==> src/sv/q2e_pkg.sv <==
// Package for the quaternion to Euler angle converter.
// Holds widths, the CORDIC arctangent table and shared helper functions.
// No dependencies.
package q2e_pkg;

   localparam int DataBits    = 16;
   localparam int Frac        = DataBits - 1;
   localparam int CordicSteps = 16;
   localparam int TermW       = DataBits + 1;
   localparam int CordW       = TermW + 3;
   localparam int SqW         = 2 * TermW;
   localparam int RootW       = TermW;

   typedef logic signed [TermW-1:0] term_type;
   typedef logic signed [CordW-1:0] cord_type;

   localparam logic [31:0] ATAN_TAB [0:31] = '{
      32'd536870912, 32'd316933406, 32'd167458907, 32'd85004756, 32'd42667331,
      32'd21354465, 32'd10679838, 32'd5340245, 32'd2670163, 32'd1335087,
      32'd667544, 32'd333772, 32'd166886, 32'd83443, 32'd41722, 32'd20861,
      32'd10430, 32'd5215, 32'd2608, 32'd1304, 32'd652, 32'd326, 32'd163,
      32'd81, 32'd41, 32'd20, 32'd10, 32'd5, 32'd3, 32'd1, 32'd1, 32'd0};

   // Round a Q2.30 product sum to Q.Frac half up and saturate to [-1, 1].
   function automatic term_type to_term(input logic signed [35:0] e);
      logic signed [35:0] r;
      logic signed [35:0] one;
      begin
         r   = (e + (36'sd1 <<< (29 - Frac))) >>> (30 - Frac);
         one = 36'sd1 <<< Frac;
         if (r > one) begin
            r = one;
         end else if (r < -one) begin
            r = -one;
         end
         to_term = r[TermW-1:0];
      end
   endfunction

   // Round a 32-bit angle accumulator to a 16-bit binary angle.
   function automatic logic [15:0] round_angle(input logic [31:0] z);
      logic [31:0] t;
      begin
         t = z + 32'h0000_8000;
         round_angle = t[31:16];
      end
   endfunction

endpackage

==> src/sv/q2e_sqrt.sv <==
// Pipelined integer square root, one result bit per stage.
// Depends on q2e_pkg.
module q2e_sqrt import q2e_pkg::*; (
   input  logic             clock,
   input  logic             enable,
   input  logic [SqW-1:0]   radicand,
   output logic [RootW-1:0] root
);

   localparam int Steps = SqW / 2;

   logic [SqW-1:0]   rem_ff  [0:Steps];
   logic [SqW-1:0]   res_ff  [0:Steps];
   logic [SqW-1:0]   rem_in  [1:Steps];
   logic [SqW-1:0]   res_in  [1:Steps];

   always_ff @(posedge clock) begin
      if (enable) begin
         rem_ff[0] <= radicand;
         res_ff[0] <= '0;
      end
   end

   // Each stage tries the bit 4^(Steps-k) as in the classic digit method.
   for (genvar k = 1; k <= Steps; k++) begin : g_step
      localparam logic [SqW-1:0] Bit = {{(SqW-1){1'b0}}, 1'b1} << (2 * (Steps - k));
      always_comb begin
         if (rem_ff[k-1] >= res_ff[k-1] + Bit) begin
            rem_in[k] = rem_ff[k-1] - (res_ff[k-1] + Bit);
            res_in[k] = (res_ff[k-1] >> 1) + Bit;
         end else begin
            rem_in[k] = rem_ff[k-1];
            res_in[k] = res_ff[k-1] >> 1;
         end
      end
      always_ff @(posedge clock) begin
         if (enable) begin
            rem_ff[k] <= rem_in[k];
            res_ff[k] <= res_in[k];
         end
      end
   end

   assign root = res_ff[Steps][RootW-1:0];

endmodule

==> config.mk <==
export PLATFORM = sky130hd
export DESIGN_NAME = q2e_sqrt
export DESIGN_NICKNAME = d
export VERILOG_FILES = /design/src/sv/q2e_pkg.sv /design/src/sv/q2e_sqrt.sv
export SDC_FILE = /design/constraint.sdc
export NUM_CORES = 1
export LEC_CHECK = 0
export ABC_AREA = 1
export BUFFER_PORTS_ARGS = -buffer_cell sky130_fd_sc_hd__buf_4
export CAP_MARGIN = 10
export CORE_UTILIZATION = 49
export CTS_CLUSTER_SIZE = 25
export DETAILED_ROUTE_END_ITERATION = 8
export GPL_TIMING_DRIVEN = 0
export SETUP_SLACK_MARGIN = 0.1
export SLEW_MARGIN = 20
export SYNTH_ARGS = -nofsm -noshare
export SYNTH_HDL_FRONTEND = slang
export SYNTH_SLANG_ARGS = --single-unit
==> constraint.sdc <==
create_clock -name clock -period 2.6 [get_ports clock]
set_input_delay 0.13 -clock clock [delete_from_list [all_inputs] [get_ports clock]]
set_output_delay 0.13 -clock clock [all_outputs]
set_load 0.01 [all_outputs]
==> metrics.txt <==
first-pass GRT wire length 144800 um; nature of the critical path endpoint flop; Routed Antenna Nets 0; drt pass-1 iters 5; pwr dens 759.0 nW/um^2; Arrival @ worst endpoint 2.76 ns; Comb pwr share 0.205; WHS Path Cells 2; Avg Cell Area, Syn 9.296 um^2; status completed; layout cells sized above 1 0.09130; Setup WS post-layout 0.2078 ns; P_sw 10.14 mW; Tot GR Track Use 0.2270; Post-DP HPWL 70670 um; H-tree depth 3; top-count cell post-synth nand2_1; Area contributors post-synth edfxtp_1, nand2_1, inv_1, ha_1, nor2_1; Pint 23.57 mW; post-synthesis register bit count 731; WP data required 2.97 ns; Max Cap Viol 0; Vias 28189; Hold Violations, Final 0; Cell Rows 103; Post-synth ARST share 0; dpl cells 5331; crit path max fanout 10; switching portion of total power 0.3009; TritonCTS clock tree yes; Syn Inst Count 4221; Post-synth EDFFs 731; measured slew at the worst slew-check pin 0.9658 ns; Non-Filler Instances 5519; fillers 7136; DR iter-0 viols 2102; Slew headroom 0.3540; layout net count 4611; largest net degree at the start of global routing 109; starting density of the core 0.4959; RSZ-0062 raised after global routing yes; FF-to-FF Start res_ff[14][19]; DRC 0; IO Port Bufs 52; Worst Min Path Start enable; Crit Reg-Reg Endpoint rem_ff[15][29]; antenna violations before repair 1; Total Routed Length 92000 um; WHS Endpoint rem_ff[9][30]; count of final setup violators 0; post-synthesis cell area 39240 um^2; Post-synth top cells nand2_1, edfxtp_1, inv_1; vias in the first global route 26847; Synth area leader edfxtp_1; area delta synth->final 13.21%; max-slew violations 0; clock edge transition at the registers on the reported setup and hold paths 0.05 ns; Max Clock Freq 418.0 MHz; Worst-Skew Late Latency 0.64 ns; Hold Path Class input port to flop; Root Driver clkbuf_16; total congestion overflow 0; Yosys top cell area share 0.5594; Tcrit/Tclk final 0.9201; area of the die 81220 um^2; clock sink total 731; reg2reg path depth 11; core area 79130 um^2; Max IR drop VDD 0.6033 mV; share of total power in the clock network 0.331; register area share after synthesis 0.5594; Antenna diodes 0; Synth Flop Type edfxtp_1; CP Class flop to flop; worst-case clock buffer depth 3; Post-Syn Nets 4423; total of warnings raised by yosys 0; die height 285.0 um; r2r setup slk 0.21 ns; Final Skew 0.04249 ns; pre-CTS setup slack -0.1180 ns; I/O Pins 53; P_leak 19.20 nW; Vias per Instance 5.108; Period minus WS final 2.392 ns; Routed WL per cell 16.67 um; TritonCTS buffer count 80; Die Wd 285.0 um; GPL Wtd Cong 0.9617; sequential share of power 0.464; CP Launch Type flop; Yosys cell types 49
==> worst max-delay path, cell delays in order, from the launching register on <==
cell	delay [ns]
edfxtp_1	0.41
inv_1	0.06
ha_1	0.35
a21oi_1	0.19
nand2_1	0.14
nor3_1	0.33
nand2_1	0.09
inv_1	0.07
nand2_2	0.08
inv_4	0.14
buf_6	0.20
a21oi_2	0.07
==> placed cells by master (no fill, tap or decap), drive strengths merged <==
cell and count:
xnor2 45, o21ai 119, a211oi 1, nor3b 3, nor3 51, nor2b 4
bufinv 7, nor4 27, o211ai 5, ha 166, a21o 4, and3 3
clkinvlp 2, nand3b 37, o2111ai 1, nand2 1253, nand3 270, inv 655
o21bai 11, xor2 81, o21a 4, dlygate4sd3 37, a21oi 198, nand4 73
clkinv 41, a21boi 4, or2 18, nor2 420, and2 1, edfxtp 731
a31oi 3, buf 97, clkbuf 97
==> cells by family (layout without fill, tap and decap cells) <==
| kind of cell | count (synthesis) | after routing | share of synthesized area |
|---|---|---|---|
| compound gates | 350 | 350 | 0.05370 |
| xor+xnor | 126 | 126 | 0.02812 |
| fa+ha+maj | 166 | 166 | 0.05293 |
| buf+inv | 688 | 936 | 0.07021 |
| flops | 731 | 731 | 0.5594 |
| simple gates | 2160 | 2160 | 0.2356 |
==> routing by layer <==
layer / up-vias / track usage / share of wire
li1: 14376 / - / -
met1: 13112 / 0.3197 / 0.47
met2: 588 / 0.3751 / 0.47
met3: 113 / 0.02800 / 0.042
met4: 0 / 0.05294 / 0.020
met5: - / 0 / 0
==> cell type report <==
type	instances	area, um^2	area share
clock buffer	94	2054	0.04625
sequential	731	21950	0.4941
inverter	657	2476	0.05574
tap	1050	1314	0.02957
multi-input combinational	2802	14680	0.3304
clock inverter	48	584.3	0.01315
buffer	31	289.0	0.006506
timing repair buffer	106	1076	0.02422
==> state kept, by name, indices dropped and copies added (netlist names) <==
signal  count
res_ff    153
rem_ff    578
==> per-stage QoR <==
stage                       util  instance area [um^2]  hold slack (ns)  power (mW)  setup TNS [ns]
after floorplan                -                 39240           0.2289       20.39               0
after global placement    0.5174                 40940           0.3081       22.61        -3422.14
after detailed placement  0.5203                 41170           0.3092       22.56          -13.02
after CTS                 0.5588                 44220          0.04114       33.91               0
after global routing      0.5614                 44420          0.04972       35.54               0
final                     0.5614                 44420          0.04520       33.72               0
==> power by group through the flow <==
| stage | combinational, mW | clock, mW | sequential (mW) |
|---|---|---|---|
| global route | 7.87 | 11.9 | 15.8 |
| CTS | 6.79 | 11.5 | 15.6 |
| detailed placement | 6.68 | 0 | 15.9 |
| global placement | 6.59 | 0 | 16.0 |
| finish | 6.93 | 11.2 | 15.6 |
| floorplan | 4.99 | 0 | 15.4 |
==> worst max-delay path by stage <==
stage                     slack, ns            from  depth (start not counted)              to
after CTS                      0.11   res_ff[8][23]                         11   rem_ff[9][29]
after floorplan                0.63   rem_ff[6][23]                         12   rem_ff[7][25]
final                          0.21  res_ff[14][19]                         11  rem_ff[15][29]
after global routing           0.08  res_ff[12][11]                         12  rem_ff[13][22]
after detailed placement      -0.12          enable                          5  rem_ff[16][32]
after global placement        -4.84          enable                          1  rem_ff[16][23]
==> what timing repair did <==
item / 4_1_cts / 5_1_grt
pin swaps: 0 / 7
gates resized for setup: 2 / 34
setup buffers: 0 / 8
cloned: 0 / 0
endpoints found under the hold margin: 38 / 0
setup endpoints to repair: 31 / 126
hold buffers: 38 / 0
Power figures use the tool's default switching activity.
