## config.mk

```make
export PLATFORM = sky130hd
export DESIGN_NAME = q2e_cordic
export DESIGN_NICKNAME = d
export VERILOG_FILES = /design/src/sv/q2e_pkg.sv /design/src/sv/q2e_cordic.sv
export SDC_FILE = /design/constraint.sdc
export NUM_CORES = 2
export LEC_CHECK = 0
export ABC_AREA = 1
export BUFFER_PORTS_ARGS = -buffer_cell sky130_fd_sc_hd__buf_2
export CAP_MARGIN = 10
export CORE_MARGIN = 5
export CORE_UTILIZATION = 65
export CTS_CLUSTER_SIZE = 10
export DETAILED_ROUTE_END_ITERATION = 12
export PLACE_DENSITY = 0.9
export RECOVER_POWER = 25
export SLEW_MARGIN = 20
export SYNTH_ARGS = -nofsm -noshare
export SYNTH_HDL_FRONTEND = slang
export SYNTH_SLANG_ARGS = --single-unit
```

## constraint.sdc

```tcl
create_clock -name clock -period 9.2 [get_ports clock]
set_input_delay 0.92 -clock clock [delete_from_list [all_inputs] [get_ports clock]]
set_output_delay 0.92 -clock clock [all_outputs]
set_load 0.05 [all_outputs]
```

## src/sv/q2e_pkg.sv

```systemverilog
// Package for the quaternion to Euler angle converter.
// Holds widths, the CORDIC arctangent table and shared helper functions.
// No dependencies.
package q2e_pkg;

   localparam int DataBits    = 16;
   localparam int Frac        = DataBits - 1;
   localparam int CordicSteps = 16;
   localparam int TermW       = DataBits + 1;
   localparam int CordW       = TermW + 3;
   localparam int SqW         = 2 * TermW;
   localparam int RootW       = TermW;

   typedef logic signed [TermW-1:0] term_type;
   typedef logic signed [CordW-1:0] cord_type;

   localparam logic [31:0] ATAN_TAB [0:31] = '{
      32'd536870912, 32'd316933406, 32'd167458907, 32'd85004756, 32'd42667331,
      32'd21354465, 32'd10679838, 32'd5340245, 32'd2670163, 32'd1335087,
      32'd667544, 32'd333772, 32'd166886, 32'd83443, 32'd41722, 32'd20861,
      32'd10430, 32'd5215, 32'd2608, 32'd1304, 32'd652, 32'd326, 32'd163,
      32'd81, 32'd41, 32'd20, 32'd10, 32'd5, 32'd3, 32'd1, 32'd1, 32'd0};

   // Round a Q2.30 product sum to Q.Frac half up and saturate to [-1, 1].
   function automatic term_type to_term(input logic signed [35:0] e);
      logic signed [35:0] r;
      logic signed [35:0] one;
      begin
         r   = (e + (36'sd1 <<< (29 - Frac))) >>> (30 - Frac);
         one = 36'sd1 <<< Frac;
         if (r > one) begin
            r = one;
         end else if (r < -one) begin
            r = -one;
         end
         to_term = r[TermW-1:0];
      end
   endfunction

   // Round a 32-bit angle accumulator to a 16-bit binary angle.
   function automatic logic [15:0] round_angle(input logic [31:0] z);
      logic [31:0] t;
      begin
         t = z + 32'h0000_8000;
         round_angle = t[31:16];
      end
   endfunction

endpackage

```

## src/sv/q2e_cordic.sv

```systemverilog
// Pipelined CORDIC vectoring atan2 with quadrant pre-rotation.
// Depends on q2e_pkg.
module q2e_cordic import q2e_pkg::*; (
   input  logic        clock,
   input  logic        enable,
   input  cord_type    y_val,
   input  cord_type    x_val,
   output logic [15:0] angle
);

   cord_type    x_ff [0:CordicSteps];
   cord_type    y_ff [0:CordicSteps];
   logic [31:0] z_ff [0:CordicSteps];
   logic        zero_ff [0:CordicSteps];

   // Pre-rotation of the left half plane by plus or minus pi/2.
   always_ff @(posedge clock) begin
      if (enable) begin
         zero_ff[0] <= (x_val == '0) && (y_val == '0);
         if (x_val < 0) begin
            if (y_val >= 0) begin
               x_ff[0] <= y_val;
               y_ff[0] <= -x_val;
               z_ff[0] <= 32'h4000_0000;
            end else begin
               x_ff[0] <= -y_val;
               y_ff[0] <= x_val;
               z_ff[0] <= 32'hC000_0000;
            end
         end else begin
            x_ff[0] <= x_val;
            y_ff[0] <= y_val;
            z_ff[0] <= '0;
         end
      end
   end

   // One micro-rotation per stage.
   for (genvar i = 0; i < CordicSteps; i++) begin : g_rot
      always_ff @(posedge clock) begin
         if (enable) begin
            zero_ff[i+1] <= zero_ff[i];
            if (y_ff[i] >= 0) begin
               x_ff[i+1] <= x_ff[i] + (y_ff[i] >>> i);
               y_ff[i+1] <= y_ff[i] - (x_ff[i] >>> i);
               z_ff[i+1] <= z_ff[i] + ATAN_TAB[i];
            end else begin
               x_ff[i+1] <= x_ff[i] - (y_ff[i] >>> i);
               y_ff[i+1] <= y_ff[i] + (x_ff[i] >>> i);
               z_ff[i+1] <= z_ff[i] - ATAN_TAB[i];
            end
         end
      end
   end

   assign angle = zero_ff[CordicSteps] ? 16'd0 : round_angle(z_ff[CordicSteps]);

endmodule

```

==> out/summary.json <==
{
  "clock_insertion_delay_at_the_later_pin_of_the_skew_report": {"value": 790, "unit": "ps"},
  "post-route-period-util": {"value": 0.709},
  "synth.yosys.warnings": {"value": 0},
  "synth_fp_nets": {"value": 15783},
  "ys_dominant_reg_cell": {"value": "edfxtp_1"},
  "endpoint_kind": {"value": "register"},
  "run_status": {"value": "complete, but fails checks"},
  "cts_tree": {"value": "done"},
  "cts_made_buffers": {"value": 132},
  "clk_path_buf_depth": {"value": 3},
  "route.layer.met1.wl": {"value": 118, "unit": "mm"},
  "maxSlewHeadroom": {"value": -1.62},
  "wl_met3": {"value": 22.3, "unit": "mm"},
  "timing.reg2reg.worst_path_depth": {"value": 12},
  "grt_usage": {"value": 0.350},
  "number_of_global_route_vias_before_repair": {"value": 92058},
  "synth.avg_cell_area": {"value": 6.78, "unit": "um^2"},
  "global_route_wire_length_before_repair": {"value": 467, "unit": "mm"},
  "clock.fmax": {"value": 0.153, "unit": "GHz"},
  "synth_enable_flop_cells": {"value": 1030},
  "timing.reg2reg.setup_slack": {"value": 4370, "unit": "ps"},
  "fin_worst_skew": {"value": 31.6, "unit": "ps"},
  "cts_hold_repair.buffers": {"value": 0},
  "routedWlPerCell": {"value": 17.2, "unit": "um"},
  "vias_per_cell": {"value": 5.74},
  "initial_antenna_violation_count": {"value": 3},
  "synth-seq-cells": {"value": 1030},
  "dpl.hpwl": {"value": 235, "unit": "mm"},
  "worst_pin_slew": {"value": 3920, "unit": "ps"},
  "worst_setup_path_start_kind": {"value": "input port"},
  "die_width": {"value": 405, "unit": "um"},
  "cts_repair_resize_count": {"value": 0},
  "post-synth-top-area-cell": {"value": "edfxtp_1"},
  "cts_root_buf": {"value": "clkbuf_16"},
  "drt_drc_violations_left": {"value": 0},
  "worstSetupStartpoint": {"value": "enable"},
  "grt_remaining_overflow": {"value": 0},
  "timing.critical_path.required": {"value": 9710, "unit": "ps"},
  "violations": {"value": "capacitance limit, slew limit"},
  "postCtsSetupRepairBufs": {"value": 0},
  "finalHoldViolCount": {"value": 0},
  "dr.first_iter.drc_count": {"value": 9360},
  "grt_max_degree": {"value": 142},
  "fin_crit": {"value": 6520, "unit": "ps"},
  "fin_setup_tns": {"value": 0, "unit": "ps"},
  "worstPathMaxFanout": {"value": 79},
  "synthesis.instances": {"value": 14977},
  "dr_wl_met2": {"value": 137, "unit": "mm"},
  "final.fill_count": {"value": 13664},
  "setup.worst_path.class": {"value": "input port to register"},
  "report.final.slew_viol_count": {"value": 460},
  "setup_violating_endpoint_count_in_the_final_report": {"value": 0},
  "highest-signal-layer": {"value": "met4"},
  "cts_max_level": {"value": 4},
  "synthArstFlopShare": {"value": 0},
  "crit_end": {"value": "z_ff[16][19]$_DFFE_PP_"},
  "route.vias.total": {"value": 98386},
  "yosys-top-cells-area": {"value": "edfxtp_1, nand2_1, ha_1, inv_1, xor2_1"},
  "rsz_0062_raised_after_global_routing": {"value": "no"},
  "totalWireLength": {"value": 294, "unit": "mm"},
  "drt_pre_antenna_iters": {"value": 9},
  "syn_to_final_growth": {"value": 5.89, "unit": "%"},
  "start_util": {"value": 0.651},
  "part_of_the_yosys_area_used_for_sequential_elements": {"value": 0.305},
  "crit_arrival": {"value": 7040, "unit": "ps"},
  "min_path_type": {"value": "register to register"},
  "finalWeightedCongestion": {"value": 1.03},
  "std_cell_rows": {"value": 145},
  "timing.max_cap.violations": {"value": 9},
  "clkSinkCount": {"value": 1030},
  "port-buffer-count": {"value": 57},
  "yosys.cell_types.count": {"value": 53},
  "syn-cell-area": {"value": 102000, "unit": "um^2"},
  "worstHoldStart": {"value": "zero_ff[0][5]$_DFFE_PP_"},
  "fin_nets": {"value": 15816},
  "regToRegStartpoint": {"value": "y_ff[13][19]$_DFFE_PP_"},
  "drive_gt1_frac": {"value": 0.0302},
  "io_pins": {"value": 58},
  "placeableCoreArea": {"value": 156000, "unit": "um^2"},
  "detail-route-antenna-nets": {"value": 0},
  "chipHeight": {"value": 405, "unit": "um"},
  "crit-reg2reg-capture": {"value": "y_ff[14][10]$_DFFE_PP_"},
  "clkSlewWorstSetupHoldPaths": {"value": 60, "unit": "ps"},
  "yosysTopAreaCellShare": {"value": 0.305},
  "fp.dieArea": {"value": 164000, "unit": "um^2"}
}
worst min-delay path by stage:
stage               slack (ps)  depth (start not counted)                 endpoint
detailed placement         400                          0  zero_ff[0][3]$_DFFE_PP_
floorplan                  400                          0    z_ff[11][1]$_DFFE_PP_
global route               420                          0  zero_ff[2][0]$_DFFE_PP_
CTS                        410                          0  zero_ff[0][6]$_DFFE_PP_
global placement           400                          0  zero_ff[2][0]$_DFFE_PP_
finish                     410                          0  zero_ff[0][6]$_DFFE_PP_
stage by stage:
step | area [um^2] | setup slack, ps | utilization | hold slack [ps] | cells
after global placement | 104000 | 3840 | 0.666 | 401 | 16934
after detailed placement | 104000 | 3760 | 0.666 | 405 | 16934
final | 108000 | 2680 | 0.690 | 414 | 17139
after CTS | 108000 | 4570 | 0.690 | 409 | 17136
after global routing | 108000 | 2160 | 0.690 | 421 | 17138
after floorplan | 102000 | 5070 | - | 400 | 14977
cells in the mapped netlist (4+ instances only):
cell type / n
o21bai_1: 67
xor2_1: 704
or2_2: 28
buf_2: 71
nand3_1: 1025
nor2_1: 1543
buf_4: 9
inv_2: 27
nand3_2: 78
nor3_2: 4
buf_6: 17
nor3b_1: 4
a21oi_1: 973
nand4_1: 213
a41oi_1: 18
o21a_1: 11
nor2_2: 38
inv_1: 2243
and2_1: 15
nand2_1: 4539
clkbuf_1: 82
xnor2_1: 224
a41o_1: 6
nor4_1: 53
nand2_2: 18
o21ai_0: 710
o211ai_1: 8
a31oi_1: 81
a21boi_0: 26
o21ai_1: 13
nor3_1: 135
a21o_1: 82
o31ai_1: 24
nand3b_1: 40
fa_1: 28
clkinv_1: 6
and3_1: 6
buf_1: 21
edfxtp_1: 1030
ha_1: 736
sequential cells by signal, summed over array words and instances, names as in the netlist:
| register | cells |
|---|---|
| z_ff | 427 |
| y_ff | 300 |
| zero_ff | 17 |
| x_ff | 286 |
worst max-delay path, cell delays in order:
cell and delay [ps]:
buf_12 390, clkbuf_1 1410, clkbuf_1 1510, nand2_2 1020
ha_1 640, nand2_1 150, inv_1 50, a21oi_1 140
nand2_1 150, nand3_1 110, nand3_1 160, nand2_1 140
nand2_1 70, nand2_1 60, nand2_1 80
placed cells by master, fill, tap and decap left out, types with 53 or more instances in the layout:
cell type,n
a21o_1,82
a21oi_1,973
a31oi_1,81
buf_2,56
clkbuf_16,134
edfxtp_1,1030
ha_1,736
inv_1,2243
nand2_1,4536
nand3_1,1025
nand3_2,78
nand4_1,213
nor2_1,1542
nor3_1,135
nor4_1,53
o21ai_0,710
o21bai_1,67
xnor2_1,224
xor2_1,704
metal layers:
layer | track usage | vias up
met2 | 0.593 | 4193
met5 | 0 | -
met1 | 0.440 | 44434
met3 | 0.0466 | 967
met4 | 0.176 | 0
li1 | - | 48792
cell type report:
cell class,instances,area (um^2),area share
inverters,2276,8540,0.0795
repair buffers,101,638,0.00594
diodes,3,7.51,0.0000698
well taps,2058,2570,0.0240
clock inverters,42,334,0.00311
clock buffers,160,3450,0.0321
flip-flops and latches,1030,30900,0.288
multi-input cells,11469,61000,0.568
logic make-up after synthesis:
kind of cell,synth area share
buffers and inverters,0.0944
flip-flops,0.305
AO/OA/AOI/OAI,0.108
XOR/XNOR,0.0801
AND/OR/NAND/NOR,0.317
adder cells (fa/ha/maj),0.0962
Power is left out: the tool's default activity adds up to more than one toggle a clock period on the data nets, which glitch-free logic cannot reach.
